==> src/rtl/bis_pkg.sv <==
`timescale 1ns / 1ps

package bis_pkg;

  localparam int COORD_W = 8;
  localparam int PIX_W = 8;
  localparam int DIM_W = 9;
  localparam int CFG_IDX_W = 2;

  localparam int DEF_MAX_WIDTH = 256;
  localparam int DEF_MAX_HEIGHT = 256;
  localparam int DEF_FRAC_BITS = 16;
  localparam int DIM_RESET = 256;
  localparam int DEF_BANK_DEPTH = DEF_MAX_WIDTH * DEF_MAX_HEIGHT / 4;

  localparam logic CMD_LOAD = 1'b0;
  localparam logic CMD_COMPUTE = 1'b1;

  localparam logic [CFG_IDX_W-1:0] REG_SRC_WIDTH = 2'd0;
  localparam logic [CFG_IDX_W-1:0] REG_SRC_HEIGHT = 2'd1;
  localparam logic [CFG_IDX_W-1:0] REG_DST_WIDTH = 2'd2;
  localparam logic [CFG_IDX_W-1:0] REG_DST_HEIGHT = 2'd3;

  typedef struct packed {
    logic               command;
    logic [COORD_W-1:0] col;
    logic [COORD_W-1:0] row;
    logic [PIX_W-1:0]   value;
  } in_item_t;

  typedef struct packed {
    logic [PIX_W-1:0] pixel;
    logic             error;
  } out_item_t;

  typedef struct packed {
    logic             start;
    logic [DIM_W-1:0] src_dim;
    logic [DIM_W-1:0] dst_dim;
  } div_req_t;

  typedef enum logic [2:0] {
    ST_IDLE,
    ST_LAUNCH_X,
    ST_WAIT_X,
    ST_LAUNCH_Y,
    ST_WAIT_Y
  } step_state_t;

endpackage

==> src/rtl/bis_step_div.sv <==
`timescale 1ns / 1ps

module bis_step_div #(
  parameter int FRAC_BITS = bis_pkg::DEF_FRAC_BITS
) (
  input  logic                                clk,
  input  logic                                rst,
  input  bis_pkg::div_req_t                   req,
  output logic                                done,
  output logic [bis_pkg::DIM_W+FRAC_BITS-1:0] quotient
);

  localparam int DIM_W = bis_pkg::DIM_W;
  localparam int STEP_W = DIM_W + FRAC_BITS;
  localparam int CNT_W = $clog2(STEP_W + 1);

  logic             active;
  logic [CNT_W-1:0] cnt;
  logic [STEP_W-1:0] shreg;
  logic [DIM_W-1:0] rem;
  logic [DIM_W-1:0] divisor;
  logic             zero_div;
  logic [DIM_W:0]   trial;
  logic             fits;

  // Restoring division, one quotient bit per cycle. The dividend shifts out
  // of the top of shreg while quotient bits shift in at the bottom.
  assign trial = {rem, shreg[STEP_W-1]};
  assign fits = trial >= {1'b0, divisor};
  assign quotient = zero_div ? '0 : shreg;

  always_ff @(posedge clk) begin
    if (rst) begin
      active <= 1'b0;
      done <= 1'b0;
      cnt <= '0;
    end else begin
      done <= 1'b0;
      if (req.start) begin
        active <= 1'b1;
        cnt <= CNT_W'(STEP_W);
      end else if (active) begin
        cnt <= cnt - CNT_W'(1);
        if (cnt == CNT_W'(1)) begin
          active <= 1'b0;
          done <= 1'b1;
        end
      end
    end
  end

  always_ff @(posedge clk) begin
    if (req.start) begin
      shreg <= {req.src_dim - DIM_W'(1), {FRAC_BITS{1'b0}}};
      rem <= '0;
      divisor <= req.dst_dim - DIM_W'(1);
      zero_div <= req.dst_dim <= DIM_W'(1);
    end else if (active) begin
      shreg <= {shreg[STEP_W-2:0], fits};
      rem <= fits ? DIM_W'(trial - {1'b0, divisor}) : trial[DIM_W-1:0];
    end
  end

endmodule
==> config.mk <==
export PLATFORM = sky130hd
export DESIGN_NAME = bis_step_div
export DESIGN_NICKNAME = d
export VERILOG_FILES = /design/src/rtl/bis_pkg.sv /design/src/rtl/bis_step_div.sv
export SDC_FILE = /design/constraint.sdc
export NUM_CORES = 1
export LEC_CHECK = 0
export ABC_AREA = 1
export BUFFER_PORTS_ARGS = -buffer_cell sky130_fd_sc_hd__buf_2
export CORE_AREA = 4 4 82 84
export CTS_CLUSTER_SIZE = 30
export DETAILED_ROUTE_END_ITERATION = 8
export DIE_AREA = 0 0 86 88
export GPL_ROUTABILITY_DRIVEN = 0
export PLACE_DENSITY = 0.7
export SLEW_MARGIN = 20
export SYNTH_ARGS = -nofsm -noshare
export SYNTH_HDL_FRONTEND = slang
export SYNTH_SLANG_ARGS = --single-unit
==> constraint.sdc <==
create_clock -name clk -period 2.4 [get_ports clk]
set_clock_uncertainty 0.05 [all_clocks]
set_input_delay 0.24 -clock clk [delete_from_list [all_inputs] [get_ports clk]]
set_output_delay 0.24 -clock clk [all_outputs]
set_load 0.01 [all_outputs]
==> results.ini <==
[power_and_ir_drop]
power.sequential.fraction_pct = 56.3
power_density_mw_per_mm2 = 523.6
switching_share_pct = 26.96
ir_drop_mv = 0.4771
leakage_nw = 1.666
combPwrFrac_pct = 17.1
clkPwrFrac_pct = 26.6
internal_power_mw = 1.251
power_switching_mw = 0.4617
p_total_mw = 1.713

[synth]
ys_async_sr_fraction_pct = 0
syn-num-nets = 412
avgSynthCellArea_um2 = 7.707
synth_edf_count = 19
ys_seq_elements = 51
syn_inst = 376
ys.flop_type = dfxtp_1
synth_area_mm2 = 0.002898
netlist-cell-type-count = 32
ys_warn_count = 0
seq_area_frac_synth_pct = 41.80

[cts]
cts_hold_buf = 0
clock_path_buffers = 2
cts_tree = built
clock-sinks = 51
cts_root_buf = clkbuf_8
cts_made_buffers = 5
cts.clk_slew.worst_paths_ns = 0.08
cts_resized = 0
cts_setup_buffers = 0
clk_latency_ns = 0.29
h-tree-depth = 2

[critical_path]
r2r_slack_ns = 0.48
crit_buf_inv = 2
crit_path_cell_trace = inv_1, ha_1, inv_1, fa_1, nand4_1, nand2_2, nand2_4, nand2_8, nand2_4, nand2_2, nand2_1, nand2_1
critPathLaunchType = flip-flop
worst_path_max_delay_cell = fa_1
cp-startpoint = shreg[24]$_DFFE_PP_
r2r_cells = 12
max_stage_delay_ns = 0.42
worstPathMaxFanout = 10
cpLargestDelayFamily = simple AND/OR/NAND/NOR gates
r2r_end = rem[7]$_SDFFE_PP0P_
critPathCapture = rem[7]$_SDFFE_PP0P_
cp.required_ns = 2.54
r2r_start = shreg[24]$_DFFE_PP_
cp.depth = 12
worstSetupPathType = reg2reg
critPathArrivalTime_ns = 2.06
end_kind = flip-flop

[die]
ios = 47
die_h_um = 88
core_area_mm2 = 0.005921
die_area_mm2 = 0.007568
start_util_pct = 48.94
num_rows = 28
die_width_um = 86

[routing]
route.detailed.drc = 0
routed-via-count = 2437
firstDrtPassIters = 5
ant_nets = 0
drt-initial-drc-count = 93
routedWlPerCell_um = 11.20
wl_um = 5576
routed_via_density = 4.894

[layout]
diodes = 0
fin_cells = 498
nets = 458
drive_gt1_share_pct = 16.31
multi_input_area_mm2 = 0.001355
register_area_mm2 = 0.001211
area_growth_syn_to_layout_pct = 12.87
fillCellCount = 581

[placed_design]
port_buffers = 46
dp.cells = 490
dp_hpwl_um = 4414

[global_route]
grt_pass1_wl_um = 9494
track_usage_pct = 15.34
grt_max_degree = 27
grt_pass1_vias = 2182
grt.overflow.total = 0
antenna_found_initial = 0

[sta]
drv_slew = 0
finalSetupViolations = 0
period_needed_ns = 1.923
worst_slew_pin_slew_ns = 0.7823
fin_tns_setup_ns = 0
whs_ns = 0.08640
slew_headroom_pct = 47.53
rsz0062_at_grt = no
max_freq_ghz = 0.5199
hold_viol = 0
finalCritPeriodShare_pct = 80.14

[job]
maxCapViolations = 0

[min_path]
hold_class = in2reg

[outcome]
status = complete, no violations

-- flip-flops by register name (all words and copies together), names as in the netlist --
| name | flops |
|---|---|
| done | 1 |
| zero_div | 1 |
| divisor | 9 |
| active | 1 |
| shreg | 25 |
| rem | 9 |
| cnt | 5 |
-- Yosys cell counts (2+ instances only) --
cell type / number / area [um^2]
a31oi_1: 3 / 18.77
xnor2_1: 5 / 43.79
nor3_1: 5 / 25.02
nand3_1: 24 / 120.1
buf_2: 4 / 20.02
clkinv_1: 2 / 7.510
o22ai_1: 19 / 118.9
a21oi_1: 4 / 20.02
buf_4: 3 / 22.52
clkbuf_1: 3 / 11.26
inv_1: 69 / 259.0
xor2_1: 7 / 61.31
nand3b_1: 8 / 60.06
dfxtp_1: 32 / 640.6
nor2_1: 47 / 176.4
o21ai_0: 13 / 65.06
edfxtp_1: 19 / 570.6
nand4_1: 6 / 37.54
ha_1: 14 / 175.2
nand2_4: 2 / 22.52
nand2_2: 4 / 25.02
nand2_1: 73 / 274.0
-- kinds of logic (layout without fill, tap and decap cells) --
group                    count (synthesis)  in the layout  share of synthesized area, %
AND/OR/NAND/NOR                        173            173                         27.63
buffers and inverters                   82            129                         11.44
flip-flops                              51             51                         41.80
AO/OA/AOI/OAI                           43             43                         8.765
adder cells (fa/ha/maj)                 15             15                         6.736
XOR/XNOR                                12             12                         3.627
-- through the flow --
step                      worst slack, ns  utilization (%)  cell area, um^2
after floorplan                    0.6272                -             2898
after global placement             0.5271            53.83             3187
after detailed placement           0.4806            53.83             3187
after CTS                          0.4655            55.24             3271
after global routing               0.2940            55.24             3271
final                              0.4767            55.24             3271
-- worst reg2reg max path, cell delays in order, from the launching register on --
cell and delay (ns):
edfxtp_1 0.37, inv_1 0.10, ha_1 0.16, inv_1 0.07, fa_1 0.42, nand4_1 0.15, nand2_2 0.09, nand2_4 0.14
nand2_8 0.09, nand2_4 0.07, nand2_2 0.04, nand2_1 0.04, nand2_1 0.05
-- layer usage --
layer	up-vias	share of wire (%)	GRT usage (%)
met1	1100	48	20.01
met4	0	0.72	2.446
li1	1291	-	-
met2	42	47	26.70
met5	-	0	0
met3	4	3.8	3.198
-- worst min path at each step --
| stage | end | from | cells past startpoint |
|---|---|---|---|
| 5_1_grt | cnt[4]$_SDFFE_PP0P_ | rst | 2 |
| 3_5_place_dp | cnt[3]$_SDFFE_PP0P_ | rst | 2 |
| 3_3_place_gp | cnt[4]$_SDFFE_PP0P_ | rst | 2 |
| 6_report | cnt[3]$_SDFFE_PP0P_ | rst | 2 |
| 4_1_cts | cnt[3]$_SDFFE_PP0P_ | rst | 2 |
| 2_1_floorplan | cnt[3]$_SDFFE_PP0P_ | rst | 1 |
-- layout by cell type, fill, tap and decap left out, types with 2 or more instances in the layout --
master	synthesis	routed
nand4_1	6	6
buf_4	3	4
ha_1	14	14
nand3b_1	8	8
xnor2_1	5	5
clkinv_2	0	3
nand3_1	24	24
nor2_1	47	47
nand2_1	73	73
o22ai_1	19	19
xor2_1	7	7
nand2_2	4	4
inv_1	69	69
a21oi_1	4	4
clkbuf_8	0	5
buf_2	4	46
dfxtp_1	32	32
clkinv_1	2	2
o21ai_0	13	13
nand2_4	2	2
a31oi_1	3	3
edfxtp_1	19	19
nor3_1	5	5
-- cell type report --
cell class	instances	area share [%]
Timing Repair Buffer	50	7.957
Clock inverter	3	0.4591
Multi-Input combinational cell	243	41.43
Clock buffer	5	2.104
Sequential cell	51	37.03
Inverter	71	8.148
Tap cell	75	2.869
-- power groups by stage --
stage	registers, mW	logic (mW)	clock network (mW)
finish	0.963	0.293	0.456
global placement	0.982	0.292	0
global route	0.968	0.335	0.507
floorplan	0.975	0.220	0
detailed placement	0.984	0.294	0
CTS	0.964	0.295	0.471
Note: power is estimated with default switching activity, not from simulation.
